==> src/rtl/tpte_pkg.sv <==
// Shared types and constants of the timestamp pulse train encoder.
package tpte_pkg;

  localparam int TS_BITS   = 42;
  localparam int ID_BITS   = 5;
  localparam int WORD_BITS = TS_BITS + ID_BITS + 2;
  localparam int BITS_W    = $clog2(WORD_BITS + 1);
  localparam int CNT_W     = 18;
  localparam int UNIT_W    = 16;
  localparam int MASK_W    = 8;

  // Word lengths with and without the site ID appended.
  localparam logic [BITS_W-1:0] NBITS_TS_ONLY = BITS_W'(TS_BITS + 1);
  localparam logic [BITS_W-1:0] NBITS_WITH_ID = BITS_W'(WORD_BITS);

  typedef enum logic [1:0] {
    PH_IDLE  = 2'd0,
    PH_FIRST = 2'd1,
    PH_GAP   = 2'd2,
    PH_PULSE = 2'd3
  } phase_t;

  typedef enum logic [1:0] {
    REG_OUT_MASK  = 2'd0,
    REG_ID_ENABLE = 2'd1,
    REG_SITE_ID   = 2'd2,
    REG_UNIT      = 2'd3
  } reg_idx_t;

  typedef struct packed {
    logic [WORD_BITS-1:0] word;
    logic [BITS_W-1:0]    nbits;
  } word_t;

endpackage

==> src/rtl/timestamp_pulse_train_encoder.sv <==
// Top level of the timestamp pulse train encoder: tick stream in, pin levels out.
//
//   channel  | direction | payload
//   ---------+-----------+-----------------------------------------------
//   in_      | input     | tdata: time_ms[41:0]; tuser: start_train
//   out_     | output    | tdata: pins[7:0];     tuser: busy_res
//   cfg_     | APB       | out_mask, site_id_enable, site_id, unit_ticks
//
// Each input item is one timebase tick and yields exactly one result item.
// One item is taken per cycle while not stalled; its result appears in the output
// register on the next cycle. The only stored work between items is the
// train state (shift word, bit count, phase, unit counter), updated in one pass.
// The input side is ready whenever the output register is empty or being
// drained, so a stalled consumer holds the producer back without losing items.
// Reset (synchronous, active low) returns the train to idle and loads the
// register defaults: mask 255, ID off, site ID 0, 15 ticks per unit.
module timestamp_pulse_train_encoder
  import tpte_pkg::*;
(
  input  logic        clk,
  input  logic        rst_n,
  // Input ticks.
  input  logic        in_tvalid,
  output logic        in_tready,
  input  logic [47:0] in_tdata,    // [41:0] time_ms, [47:42] zero
  input  logic [0:0]  in_tuser,    // [0] start_train
  // Output pin levels.
  output logic        out_tvalid,
  input  logic        out_tready,
  output logic [7:0]  out_tdata,   // [7:0] pins
  output logic [0:0]  out_tuser,   // [0] busy_res
  // Configuration.
  input  logic        cfg_psel,
  input  logic        cfg_penable,
  input  logic        cfg_pwrite,
  input  logic [3:0]  cfg_paddr,
  input  logic [31:0] cfg_pwdata,
  output logic [31:0] cfg_prdata,
  output logic        cfg_pready
);

  // Configuration registers.
  logic [MASK_W-1:0]    out_mask_r;
  logic                 id_enable_r;
  logic [ID_BITS-1:0]   site_id_r;
  logic [UNIT_W-1:0]    unit_ticks_r;

  // Train state.
  phase_t               phase_r, phase_nxt;
  logic [WORD_BITS-1:0] word_r, word_nxt;
  logic [BITS_W-1:0]    bits_r, bits_nxt;
  logic [CNT_W-1:0]     count_r, count_nxt;

  // Output register.
  logic                 out_valid_r;
  logic [MASK_W-1:0]    pins_r, pins_nxt;
  logic                 busy_r, busy_nxt;

  logic                 in_accept;
  logic                 cfg_write;
  reg_idx_t             cfg_idx;
  logic                 start_load;
  word_t                new_word;
  logic [CNT_W-1:0]     unit_len;
  logic [CNT_W-1:0]     unit_len3;

  // Phase, word, bit count and counter as seen by this tick, after a start.
  phase_t               ph_eff;
  logic [WORD_BITS-1:0] word_eff;
  logic [BITS_W-1:0]    bits_eff;
  logic [CNT_W-1:0]     count_eff;

  assign cfg_pready = 1'b1;
  assign cfg_write  = cfg_psel && cfg_penable && cfg_pwrite && cfg_pready;
  assign cfg_idx    = reg_idx_t'(cfg_paddr[3:2]);

  always_ff @(posedge clk) begin
    if (!rst_n) begin
      out_mask_r   <= MASK_W'(255);
      id_enable_r  <= 1'b0;
      site_id_r    <= '0;
      unit_ticks_r <= UNIT_W'(15);
    end else if (cfg_write) begin
      unique case (cfg_idx)
        REG_OUT_MASK:  out_mask_r   <= cfg_pwdata[MASK_W-1:0];
        REG_ID_ENABLE: id_enable_r  <= cfg_pwdata[0];
        REG_SITE_ID:   site_id_r    <= cfg_pwdata[ID_BITS-1:0];
        REG_UNIT:      unit_ticks_r <= cfg_pwdata[UNIT_W-1:0];
        default:       ;
      endcase
    end
  end

  always_comb begin
    unique case (cfg_idx)
      REG_OUT_MASK:  cfg_prdata = 32'(out_mask_r);
      REG_ID_ENABLE: cfg_prdata = 32'(id_enable_r);
      REG_SITE_ID:   cfg_prdata = 32'(site_id_r);
      REG_UNIT:      cfg_prdata = 32'(unit_ticks_r);
      default:       cfg_prdata = '0;
    endcase
  end

  // A zero unit length behaves as one tick.
  assign unit_len  = (unit_ticks_r == '0) ? CNT_W'(1) : CNT_W'(unit_ticks_r);
  assign unit_len3 = (unit_len << 1) + unit_len;

  tpte_word u_word (
    .time_ms   (in_tdata[TS_BITS-1:0]),
    .site_id   (site_id_r),
    .id_enable (id_enable_r),
    .word_o    (new_word)
  );

  assign in_tready = !out_valid_r || out_tready;
  assign in_accept = in_tvalid && in_tready;

  // A start request is honored only while idle; the starting tick is already
  // the first tick of the leading pulse.
  always_comb begin
    start_load = (phase_r == PH_IDLE) && in_tuser[0];
    if (start_load) begin
      ph_eff    = PH_FIRST;
      word_eff  = new_word.word;
      bits_eff  = new_word.nbits;
      count_eff = unit_len;
    end else begin
      ph_eff    = phase_r;
      word_eff  = word_r;
      bits_eff  = bits_r;
      count_eff = count_r;
    end
  end

  // Next-state logic: count down the current phase, then move on.
  always_comb begin
    phase_nxt = ph_eff;
    word_nxt  = word_eff;
    bits_nxt  = bits_eff;
    count_nxt = count_eff;
    if (ph_eff != PH_IDLE) begin
      if (count_eff > CNT_W'(1)) begin
        count_nxt = count_eff - CNT_W'(1);
      end else begin
        unique case (ph_eff) inside
          PH_GAP: begin
            phase_nxt = PH_PULSE;
            count_nxt = unit_len;
          end
          PH_FIRST, PH_PULSE: begin
            if (bits_eff != '0) begin
              // Low gap of one unit for a zero bit, three units for a one bit.
              phase_nxt = PH_GAP;
              word_nxt  = word_eff >> 1;
              bits_nxt  = bits_eff - BITS_W'(1);
              count_nxt = word_eff[0] ? unit_len3 : unit_len;
            end else begin
              phase_nxt = PH_IDLE;
              count_nxt = '0;
            end
          end
          default: ;
        endcase
      end
    end
  end

  // Output logic: pins follow the live mask while a pulse is high.
  always_comb begin
    unique case (ph_eff) inside
      PH_FIRST, PH_PULSE: pins_nxt = out_mask_r;
      default:            pins_nxt = '0;
    endcase
    busy_nxt = (ph_eff != PH_IDLE);
  end

  always_ff @(posedge clk) begin
    if (!rst_n) begin
      phase_r <= PH_IDLE;
      word_r  <= '0;
      bits_r  <= '0;
      count_r <= '0;
    end else if (in_accept) begin
      phase_r <= phase_nxt;
      word_r  <= word_nxt;
      bits_r  <= bits_nxt;
      count_r <= count_nxt;
    end
  end

  always_ff @(posedge clk) begin
    if (!rst_n) begin
      out_valid_r <= 1'b0;
    end else if (in_accept) begin
      out_valid_r <= 1'b1;
    end else if (out_tready) begin
      out_valid_r <= 1'b0;
    end
  end

  always_ff @(posedge clk) begin
    if (in_accept) begin
      pins_r <= pins_nxt;
      busy_r <= busy_nxt;
    end
  end

  assign out_tvalid   = out_valid_r;
  assign out_tdata    = pins_r;
  assign out_tuser[0] = busy_r;

`ifndef NO_ASSERTIONS
  // An idle train has no count left running.
  a_idle_count: assert property (@(posedge clk) disable iff (!rst_n)
    phase_r == PH_IDLE |-> count_r == '0)
    else $error("idle phase with a nonzero unit counter");

  // The remaining bit count never exceeds the longest word.
  a_bits_range: assert property (@(posedge clk) disable iff (!rst_n)
    bits_r <= NBITS_WITH_ID)
    else $error("bit count beyond word length");

  // Pins are low on every result that is not part of a train.
  a_pins_idle: assert property (@(posedge clk) disable iff (!rst_n)
    out_valid_r && !busy_r |-> pins_r == '0)
    else $error("pins driven outside a train");

  // An accepted start while idle always opens a train on that tick.
  a_start_busy: assert property (@(posedge clk) disable iff (!rst_n)
    in_accept && phase_r == PH_IDLE && in_tuser[0] |=> busy_r && pins_r == $past(out_mask_r))
    else $error("start did not open a train");
`endif

endmodule

==> src/rtl/tpte_word.sv <==
// Builds the transmitted word: timestamp, its parity, and the optional site ID with parity.
module tpte_word
  import tpte_pkg::*;
(
  input  logic [TS_BITS-1:0] time_ms,
  input  logic [ID_BITS-1:0] site_id,
  input  logic               id_enable,
  output word_t              word_o
);

  logic ts_par;
  logic id_par;

  // Even parity: the appended bit makes the total count of ones even.
  assign ts_par = ^time_ms;
  assign id_par = ^site_id;

  always_comb begin
    if (id_enable) begin
      word_o.word  = {id_par, site_id, ts_par, time_ms};
      word_o.nbits = NBITS_WITH_ID;
    end else begin
      word_o.word  = {{(ID_BITS + 1){1'b0}}, ts_par, time_ms};
      word_o.nbits = NBITS_TS_ONLY;
    end
  end

endmodule

==> config.mk <==
export PLATFORM = sky130hd
export DESIGN_NAME = timestamp_pulse_train_encoder
export DESIGN_NICKNAME = d
export VERILOG_FILES = /design/src/rtl/tpte_pkg.sv /design/src/rtl/timestamp_pulse_train_encoder.sv /design/src/rtl/tpte_word.sv
export SDC_FILE = /design/constraint.sdc
export NUM_CORES = 1
export LEC_CHECK = 0
export ABC_AREA = 1
export BUFFER_PORTS_ARGS = -buffer_cell sky130_fd_sc_hd__buf_2
export CAP_MARGIN = 20
export CORE_UTILIZATION = 32
export DETAILED_ROUTE_END_ITERATION = 10
export MAX_ROUTING_LAYER = met4
export PLACE_DENSITY_LB_ADDON = 0.15
export SYNTH_ARGS = -nofsm -noshare
export SYNTH_HDL_FRONTEND = slang
export SYNTH_SLANG_ARGS = --single-unit
==> constraint.sdc <==
create_clock -name clk -period 3.45 [get_ports clk]
set_input_delay 0.1725 -clock clk [delete_from_list [all_inputs] [get_ports clk]]
set_output_delay 0.1725 -clock clk [all_outputs]
set_load 0.05 [all_outputs]
* Word level (Yosys, flattened, before mapping)
Cells that the tools add are included.
Word-level totals: bits of input ports 92, output and inout port bits 44, logic and storage cells 66, flip-flop bits (word level) 115
Operators by class: reduce and logical (&&, ||, !) cells 19, mux-type cells 26, order comparisons 1, eq/ne operators 6, $add $sub $neg 3
Operators with widths (number):
- 49-bit 2-to-1 mux | 5
- 32-bit case mux with 4 select lines | 1
- 18-bit 2-to-1 mux | 5
- 55-bit 2-to-1 mux | 1
- 42-bit XOR reduction | 1
- 18-bit case mux with 2 select lines | 1
- 6-bit 2-to-1 mux | 5
- 17-bit by 16-bit adder with 18-bit output | 1
- 18-bit by 1-bit > comparator with 1-bit output, second input constant | 1
- 18-bit by 1-bit subtractor with 18-bit output, second input constant | 1
- 16-bit zero test | 1
- 16-bit 2-to-1 mux | 1
- 2-bit equality test, second input constant | 4
- 2-bit 2-to-1 mux | 4
- 2-bit AND reduction | 4
- 6-bit nonzero test | 1
- 6-bit by 1-bit subtractor with 6-bit output, second input constant | 1
- 5-bit XOR reduction | 1
- 2-bit by 1-bit equality test with 1-bit output, second input constant | 2
- 1-bit logical AND | 4
- 2-bit zero test | 2
- 2-bit case mux with 2 select lines | 1
- 2-bit nonzero test | 2
- 1-bit 2-to-1 mux | 2
- 3 further kinds | 3

* Depth between registers and ports, before layout
Gate-level depths: netlist of the first run.
depth in word-level cells 8, gate-level depth with buffers 27, mapped depth without buffers 25

* By module
From an unflattened synthesis of the first run, not the netlist that was laid out.
Unflattened totals: cells, all modules 1488, area total of the unflattened synthesis 9354.0 sq um
By module, submodules not included:
- timestamp_pulse_train_encoder | cells an instance 1225, instances 1, seq. area each 2392.3 sq um, area each 8032.7 sq um
- tpte_word | cells an instance 263, instances 1, seq. area each 0.0 sq um, area each 1321.3 sq um

* Least setup slack after synthesis of the first run
No wires, ideal clock.
path type register -> register, from register phase_r[0], to register word_r[7], setup time 133 ps, setup slack 358 ps, data arrival time 2959 ps, path buffers 8, stages on the path, launching flop included 24, data required time 3317 ps, period minus slack after synthesis 3092 ps, path through dfxtp_1 inv_2 nand2_1 nor2_2 buf_6 buf_6 buf_6 buf_2 buf_1 clkbuf_1 nor2_1 ha_1 inv_1 nor2_1 nand3_1 nand2_1 inv_2 nand3_2 nand2_2 buf_6 inv_2 buf_4 nand2_1 a31oi_1
Between the ends: longest elaborated chain between the ends 8, elaborated cells between the ends (all ways) 16, those cells by class order compare: 1; eq/ne: 2; mux: 8; reduce/logical: 5
Ends and longest elaborated chain:
- start: declaration | line timestamp_pulse_train_encoder.sv:49 | phase_t phase_r, phase_nxt;
- start signal: assignment | line timestamp_pulse_train_encoder.sv:184 | phase_r <= phase_nxt;
- branches (longest 7 deep; another with 18-bit by 1-bit > comparator with 1-bit output)
- 49-bit 2-to-1 mux (*) | line timestamp_pulse_train_encoder.sv:141 | if (ph_eff != PH_IDLE) begin
- end signal: assignment | line timestamp_pulse_train_encoder.sv:185 | word_r <= word_nxt;
- end: declaration | line timestamp_pulse_train_encoder.sv:50 | logic [WORD_BITS-1:0] word_r, word_nxt;
Mark *: on every way between the ends. A chain may end at the register's enable or synchronous reset.

* Worst setup path after layout of the first run
from register unit_ticks_r[2], to register word_r[42]
Between the ends: longest elaborated chain between the ends 6
Ends and longest elaborated chain:
- start: declaration | line timestamp_pulse_train_encoder.sv:46 | logic [UNIT_W-1:0] unit_ticks_r;
- start signal: assignment | line timestamp_pulse_train_encoder.sv:88 | REG_UNIT: unit_ticks_r <= cfg_pwdata[UNIT_W-1:0];
- 16-bit zero test | line timestamp_pulse_train_encoder.sv:105 | assign unit_len = (unit_ticks_r == '0) ? CNT_W'(1) : CNT_W'(unit_ticks_r);
- 16-bit 2-to-1 mux (*) | line timestamp_pulse_train_encoder.sv:105
- 18-bit 2-to-1 mux (*) | line timestamp_pulse_train_encoder.sv:122 | if (start_load) begin
- 18-bit by 1-bit > comparator with 1-bit output (*) | line timestamp_pulse_train_encoder.sv:142 | if (count_eff > CNT_W'(1)) begin
- 49-bit 2-to-1 mux (*) | line timestamp_pulse_train_encoder.sv:142
- 49-bit 2-to-1 mux (*) | line timestamp_pulse_train_encoder.sv:141
Mark *: on every way between the ends. The rest lies on a longest branch, timed or not.

==> results.py, run 1 <==
metrics = {
    "cells_and_area": {
        "drive_gt1_frac": 0.151,
        "utilization": 0.386,
        "area_delta_synth_final_pct": 18.2,
        "diodes": 0,
        "layout.nets": 1486,
    },
    "flow_run": {
        "max_cap_violations": 0,
    },
    "worst_setup_path": {
        "crit_fanout": 22,
        "crit_type": "reg2reg",
        "required_ns": 3.81,
        "slowest_stage": "a21boi_0",
        "start_kind": "register",
        "critPathMaxStageDelay_ns": 0.45,
        "crit_chain": "inv_1 > ha_1 > nand2_1 > nor2_1 > nand3_2 > buf_4 > nand2_1 > a21boi_0 > inv_1 > nand3_1 > inv_1 > nand3_2 > nand2_2 > inv_2 > nand2_1 > nand3_1 > nand2_1 > inv_1",
        "critPathBufInv": 6,
        "worstPathArrival_ns": 3.50,
        "cp_top_family": "buffers and inverters",
        "endpoint_kind": "register",
    },
    "synthesis": {
        "synth_area_mm2": 0.00824,
        "ys_top_cells_by_area": "dfxtp_1 26%, nand2_1 15%, a21oi_1 8.6%",
        "synth-edff-count": 9,
        "syn_area_per_cell_um2": 6.46,
        "synth_cells": 1276,
        "ys_ff_latch": 115,
        "yosysTopAreaCellShare": 0.257,
        "synthArstFlopShare": 0,
        "synth_flop_cell": "dfxtp_1",
        "yosys.area.top_type": "dfxtp_1",
        "yosysUniqueCellTypes": 49,
        "yosysSeqAreaShare": 0.290,
        "yosys_warnings": 0,
    },
    "timing": {
        "worst_slack_ns": 0.314,
        "whs_ns": 0.0217,
        "setup_viol": 0,
        "worst_pin_slew_ns": 0.986,
        "fmax_ghz": 0.319,
        "rsz0062_at_grt": "no",
        "finalHoldViolations": 0,
        "slew_viol_final": 0,
        "period_needed_ns": 3.14,
        "post-route-period-util": 0.909,
        "tns_ns": 0,
        "max_slew_margin": 0.340,
        "clock_skew_ns": 0.0114,
    },
    "global_routing": {
        "grt.overflow.total": 0,
        "antenna_found_initial": 0,
        "track_usage": 0.202,
        "grt_pass1_vias": 7881,
        "grt_max_degree": 72,
        "grt_pass1_wl_mm": 40.9,
    },
    "floorplanning": {
        "die_area_mm2": 0.0264,
        "ios": 136,
        "coreArea_mm2": 0.0253,
        "start_util": 0.326,
        "fp.dieH_um": 163,
        "fp.dieW_um": 163,
        "num_rows": 58,
    },
    "pwr": {
        "power_density_mw_per_mm2": 457,
        "power.leakage_nw": 4.58,
        "vdd_drop_max_v": 0.000276,
        "total_power_mw": 4.45,
    },
    "clocking": {
        "root_buffer": "clkbuf_16",
        "cts_max_path_buffers": 2,
        "htree_levels": 4,
        "cts.clk_slew.worst_paths_ns": 0.06,
        "clock_sinks": 115,
        "numCtsBuffers": 17,
        "clkLatencyLatePin_ns": 0.42,
        "cts_tree": "built",
    },
    "placed_design": {
        "dp.final_hpwl_mm": 18.0,
        "gp_congestion": 0.941,
        "pre_cts_slack_ns": 0.140,
        "port_buffers": 94,
    },
    "drt": {
        "drt_iter0_drc": 504,
        "viasPerCell": 4.85,
        "vias": 8303,
        "wl_per_cell_um": 14.8,
        "drtAntennaViolNets": 0,
        "drc_errors": 0,
        "drtPass1Iterations": 6,
        "wirelength_mm": 25.3,
    },
    "status": {
        "status": "completed",
    },
    "min_path": {
        "hold_class": "in2reg",
    },
}
-- cells in the mapped netlist, types with 7 or more instances --
master and number:
nand3_1 53, ha_1 24, o2111ai_1 7, nor2_2 7
edfxtp_1 9, a21oi_1 141, or2_2 12, xnor2_1 37
nand2_1 321, buf_4 21, a21boi_0 7, dfxtp_1 106
a31oi_1 8, o211ai_1 28, nor2_1 73, o21ai_0 125
clkbuf_1 38, xor2_1 22, inv_1 151
-- cells by family after synthesis --
| family | share of synthesized area |
|---|---|
| and+or+nand+nor | 0.244 |
| AOI/OAI and AO/OA | 0.235 |
| buffers and inverters | 0.123 |
| DFF | 0.290 |
| xor gates and xnor gates | 0.0627 |
| adders and majority gates | 0.0364 |
| muxes | 0.00729 |
| other | 0.000911 |
-- final timing paths --
path	start	end	slack [ns]	cells after the start
max	unit_ticks_r[2]$_SDFFE_PN1P_	word_r[42]$_SDFFE_PN0P_	0.31	18
min	cfg_pwdata[1]	out_mask_r[1]$_SDFFE_PN1P_	0.02	3
max reg2reg	unit_ticks_r[2]$_SDFFE_PN1P_	word_r[42]$_SDFFE_PN0P_	0.31	18
min reg2reg	word_r[48]$_SDFFE_PN0P_	word_r[48]$_SDFFE_PN0P_	0.46	2
-- per-stage QoR --
step | instance area, um2 | cells
finish | 9740 | 1713
global route | 9740 | 1713
CTS | 9690 | 1712
detailed placement | 9070 | 1677
global placement | 9070 | 1677
floorplan | 8300 | 1291
-- tightest hold or removal path: stages --
cell      delay [ns]
buf_2           0.12
nand2_1         0.06
o211ai_1        0.06
-- report_power, final --
group          leakage [nW]  switching (mW)  total [mW]  internal, mW
clock network         0.298           0.724        1.81          1.09
registers             0.958          0.0363        1.48          1.44
logic                  3.32           0.778        1.17         0.388
total                  4.58            1.54        4.45          2.92
-- timing repair --
action	4_1_cts	5_1_grt
setup buffers	0	1
hold endpoints to repair	3	0
resized for setup	0	14
endpoints found under the setup margin	0	29
hold buffers	3	0
-- per-layer routing --
metal | vias up | track usage | routed length [um]
met2 | 188 | 0.319 | 11400
met5 | - | - | 0
met4 | 0 | 0.0540 | 310
met1 | 3776 | 0.270 | 12500
met3 | 19 | 0.0285 | 1090
li1 | 4320 | - | -
-- registers in the layout (all words and copies together), names as in the netlist --
register,count
out_tvalid,1
bits_r,6
phase_r,2
unit_ticks_r,16
site_id_r,5
out_mask_r,8
out_tuser,1
count_r,18
out_tdata,8
id_enable_r,1
word_r,49
-- layout make-up --
cell class	instances	area, um2
inverter	161	604
fill	2791	15500
clock buffer	20	479
clock inverter	12	116
timing repair buffer	135	802
multi-input combinational	940	4940
tap	330	413
sequential	115	2390
-- cells in the final DEF (no fill, tap or decap), types with 9 or more instances in the layout --
cell type	n
a21oi_1	140
buf_2	94
buf_4	36
clkbuf_16	19
conb_1	17
dfxtp_1	106
edfxtp_1	9
ha_1	24
inv_1	149
nand2_1	317
nand3_1	52
nor2_1	72
o211ai_1	28
o21ai_0	123
or2_2	12
xnor2_1	37
xor2_1	22
Note: power is estimated with default switching activity, not from simulation.
==> run 2, diff against run 1 <==
--- a/config.mk
+++ b/config.mk
@@ -8,6 +8,7 @@
 export ABC_AREA = 1
 export BUFFER_PORTS_ARGS = -buffer_cell sky130_fd_sc_hd__buf_2
 export CAP_MARGIN = 20
+export CORE_MARGIN = 4
 export CORE_UTILIZATION = 32
 export DETAILED_ROUTE_END_ITERATION = 10
 export MAX_ROUTING_LAYER = met4
==> constraint.sdc (replaced) <==
create_clock -name clk -period 3.45 [get_ports clk]
set_input_delay 0.69 -clock clk [delete_from_list [all_inputs] [get_ports clk]]
set_output_delay 0.69 -clock clk [all_outputs]
set_load 0.05 [all_outputs]
==> results.py, run 2 (synthesized netlist as in run 1, its figures left out) <==
metrics = {
    "status": {
        "status": "completed",
    },
    "timing": {
        "finalHoldViolations": 0,
        "setup_viol": 0,
        "fmax_ghz": 0.315,
        "post-route-period-util": 0.921,
        "slew_viol_final": 0,
        "period_needed_ns": 3.18,
        "worst_pin_slew_ns": 0.938,
        "whs_ns": 0.461,
        "rsz0062_at_grt": "yes",
        "max_slew_margin": 0.372,
        "clock_skew_ns": 0.0170,
    },
    "clocking": {
        "cts_tree": "built",
        "clock_sinks": 115,
        "cts.clk_slew.worst_paths_ns": 0.06,
        "numCtsBuffers": 17,
        "cts_max_path_buffers": 2,
        "htree_levels": 4,
        "cts_hold_buffers": 0,
        "clkLatencyLatePin_ns": 0.42,
        "root_buffer": "clkbuf_16",
    },
    "pwr": {
        "p_switching_mw": 1.50,
        "vdd_drop_max_v": 0.000307,
        "power_density_mw_per_mm2": 456,
        "p_clk_frac": 0.407,
        "pwr-share-seq": 0.330,
        "swShare": 0.337,
        "p_int_mw": 2.96,
        "pwr-share-comb": 0.262,
        "power.leakage_nw": 4.60,
    },
    "cells_and_area": {
        "largest_reg_flops": 49,
        "top_regs": "word_r x49, count_r x18, unit_ticks_r x16",
        "layout.nets": 1493,
        "top_register": "word_r",
        "stdcell_count": 1720,
        "final_common_cell": "nand2_1",
        "diodes": 0,
        "drive_gt1_frac": 0.158,
        "final_cell_mix": "317 x nand2_1, 149 x inv_1, 140 x a21oi_1",
        "area_delta_synth_final_pct": 18.9,
    },
    "drt": {
        "viasPerCell": 4.85,
        "route.met3.wl_mm": 1.05,
        "drt_iter0_drc": 606,
        "wl_met1_mm": 12.7,
        "vias": 8347,
        "drtAntennaViolNets": 0,
        "top_layer": "met4",
        "wl_per_cell_um": 14.7,
        "wirelength_mm": 25.2,
        "drtPass1Iterations": 6,
        "drc_errors": 0,
        "dr_wl_met2_mm": 11.2,
    },
    "placed_design": {
        "gp_congestion": 0.927,
        "port_buffers": 94,
        "dp_cells": 1686,
        "dp.final_hpwl_mm": 18.3,
    },
    "worst_setup_path": {
        "crit_chain": "inv_1 > ha_1 > inv_1 > nor2_1 > nand3_2 > buf_4 > nand2_1 > a21boi_0 > nor2_1 > nand2_1 > inv_1 > nand2_1 > nor3_2 > nand2_2 > inv_1 > nand3_1 > nor2_1 > nor2_1 > nor2_1",
        "reg2reg_to": "count_r[16]$_SDFFE_PN0P_",
        "critPathMaxStageDelay_ns": 0.33,
        "timing.rr.start": "unit_ticks_r[13]$_SDFFE_PN0P_",
        "crit_type": "reg2reg",
        "worstPathArrival_ns": 3.52,
        "required_ns": 3.80,
        "start_kind": "register",
        "crit_fanout": 13,
        "crit_path_frequent_cell": "nor2_1",
        "ff2ff_path_depth": 19,
        "r2r_slack_ns": 0.27,
        "slowest_stage": "dfxtp_1",
        "endpoint_kind": "register",
    },
    "floorplanning": {
        "ios": 136,
        "coreArea_mm2": 0.0253,
        "fp.dieH_um": 169,
        "fp.dieW_um": 169,
        "die_area_mm2": 0.0284,
        "num_rows": 58,
        "start_util": 0.326,
    },
    "min_path": {
        "holdPathStages": 2,
        "hp-start": "count_r[3]$_SDFFE_PN0P_",
        "worstHoldEndpoint": "count_r[3]$_SDFFE_PN0P_",
        "hold_class": "reg2reg",
    },
    "global_routing": {
        "grt_pass1_vias": 7737,
        "antenna_found_initial": 0,
        "grt.overflow.total": 0,
        "grt_max_degree": 61,
        "grt_pass1_wl_mm": 40.8,
        "track_usage": 0.180,
    },
    "flow_run": {
        "max_cap_violations": 0,
    },
}
==> run 2: cell types whose count changed in the layout (fill, tap and decap cells not counted), moves of 2 or more <==
cell and delta:
dlygate4sd3_1 -3, o21ai_1 -2, clkinvlp_4 +4, nor2_4 -2, buf_12 +2, clkinv_4 -4
nor2_2 +2, buf_4 +9
==> run 2: cell type report <==
class                   count  area (um2)
multi-input cells         940        4930
repair buffers            142         868
inverters                 161         607
fillers                  2758       15400
well taps                 330         413
flip-flops and latches    115        2390
clock buffers              21         472
clock inverters            11         124
==> run 2: how the worst max path moves through the flow <==
stage,slack (ns),depth (start not counted),to,start
after floorplan,0.03,22,word_r[7]$_SDFFE_PN0P_,in_tuser
after global placement,0.06,21,count_r[16]$_SDFFE_PN0P_,unit_ticks_r[15]$_SDFFE_PN0P_
after detailed placement,0.02,21,count_r[16]$_SDFFE_PN0P_,unit_ticks_r[13]$_SDFFE_PN0P_
after CTS,0.01,21,count_r[16]$_SDFFE_PN0P_,unit_ticks_r[13]$_SDFFE_PN0P_
after global routing,-0.04,24,count_r[15]$_SDFFE_PN0P_,unit_ticks_r[13]$_SDFFE_PN0P_
final,0.27,19,count_r[16]$_SDFFE_PN0P_,unit_ticks_r[13]$_SDFFE_PN0P_
==> run 2: metrics by stage <==
| step | utilization | power (mW) | setup slack (ns) | setup TNS [ns] | area [um2] |
|---|---|---|---|---|---|
| after floorplan | - | 2.35 | 0.0330 | 0 | 8300 |
| after global placement | 0.363 | 2.66 | 0.0558 | 0 | 9160 |
| after detailed placement | 0.363 | 2.67 | 0.0186 | 0 | 9160 |
| final | 0.388 | 4.47 | 0.274 | 0 | 9800 |
| after CTS | 0.386 | 4.51 | 0.0136 | 0 | 9760 |
| after global routing | 0.388 | 4.71 | -0.0428 | -0.0783 | 9800 |
==> run 2: power groups by stage <==
| stage | sequential, mW | clock (mW) | combinational [mW] |
|---|---|---|---|
| 6_report | 1.48 | 1.82 | 1.17 |
| 5_1_grt | 1.49 | 1.92 | 1.31 |
| 4_1_cts | 1.48 | 1.86 | 1.17 |
| 3_5_place_dp | 1.50 | 0 | 1.17 |
| 3_3_place_gp | 1.50 | 0 | 1.16 |
| 2_1_floorplan | 1.54 | 0 | 0.815 |
==> run 2: routing by layer <==
metal  GRT usage  vias to the layer above
li1            -                     4341
met1       0.257                     3792
met2       0.271                      201
met3      0.0290                       13
met4      0.0388                        0
met5           -                        -
==> run 2: critical path, delay by kind of cell (launching register included) <==
| family | cells | cell delay [ns] |
|---|---|---|
| AND/OR/NAND/NOR | 12 | 1.80 |
| buffers and inverters | 5 | 0.68 |
| flip-flops | 1 | 0.33 |
| adder cells (fa/ha/maj) | 1 | 0.16 |
| AO/OA/AOI/OAI | 1 | 0.14 |
==> run 2: repair_timing <==
action	4_1_cts	5_1_grt
setup buffers	0	2
endpoints found under the setup margin	0	68
resized for setup	0	14
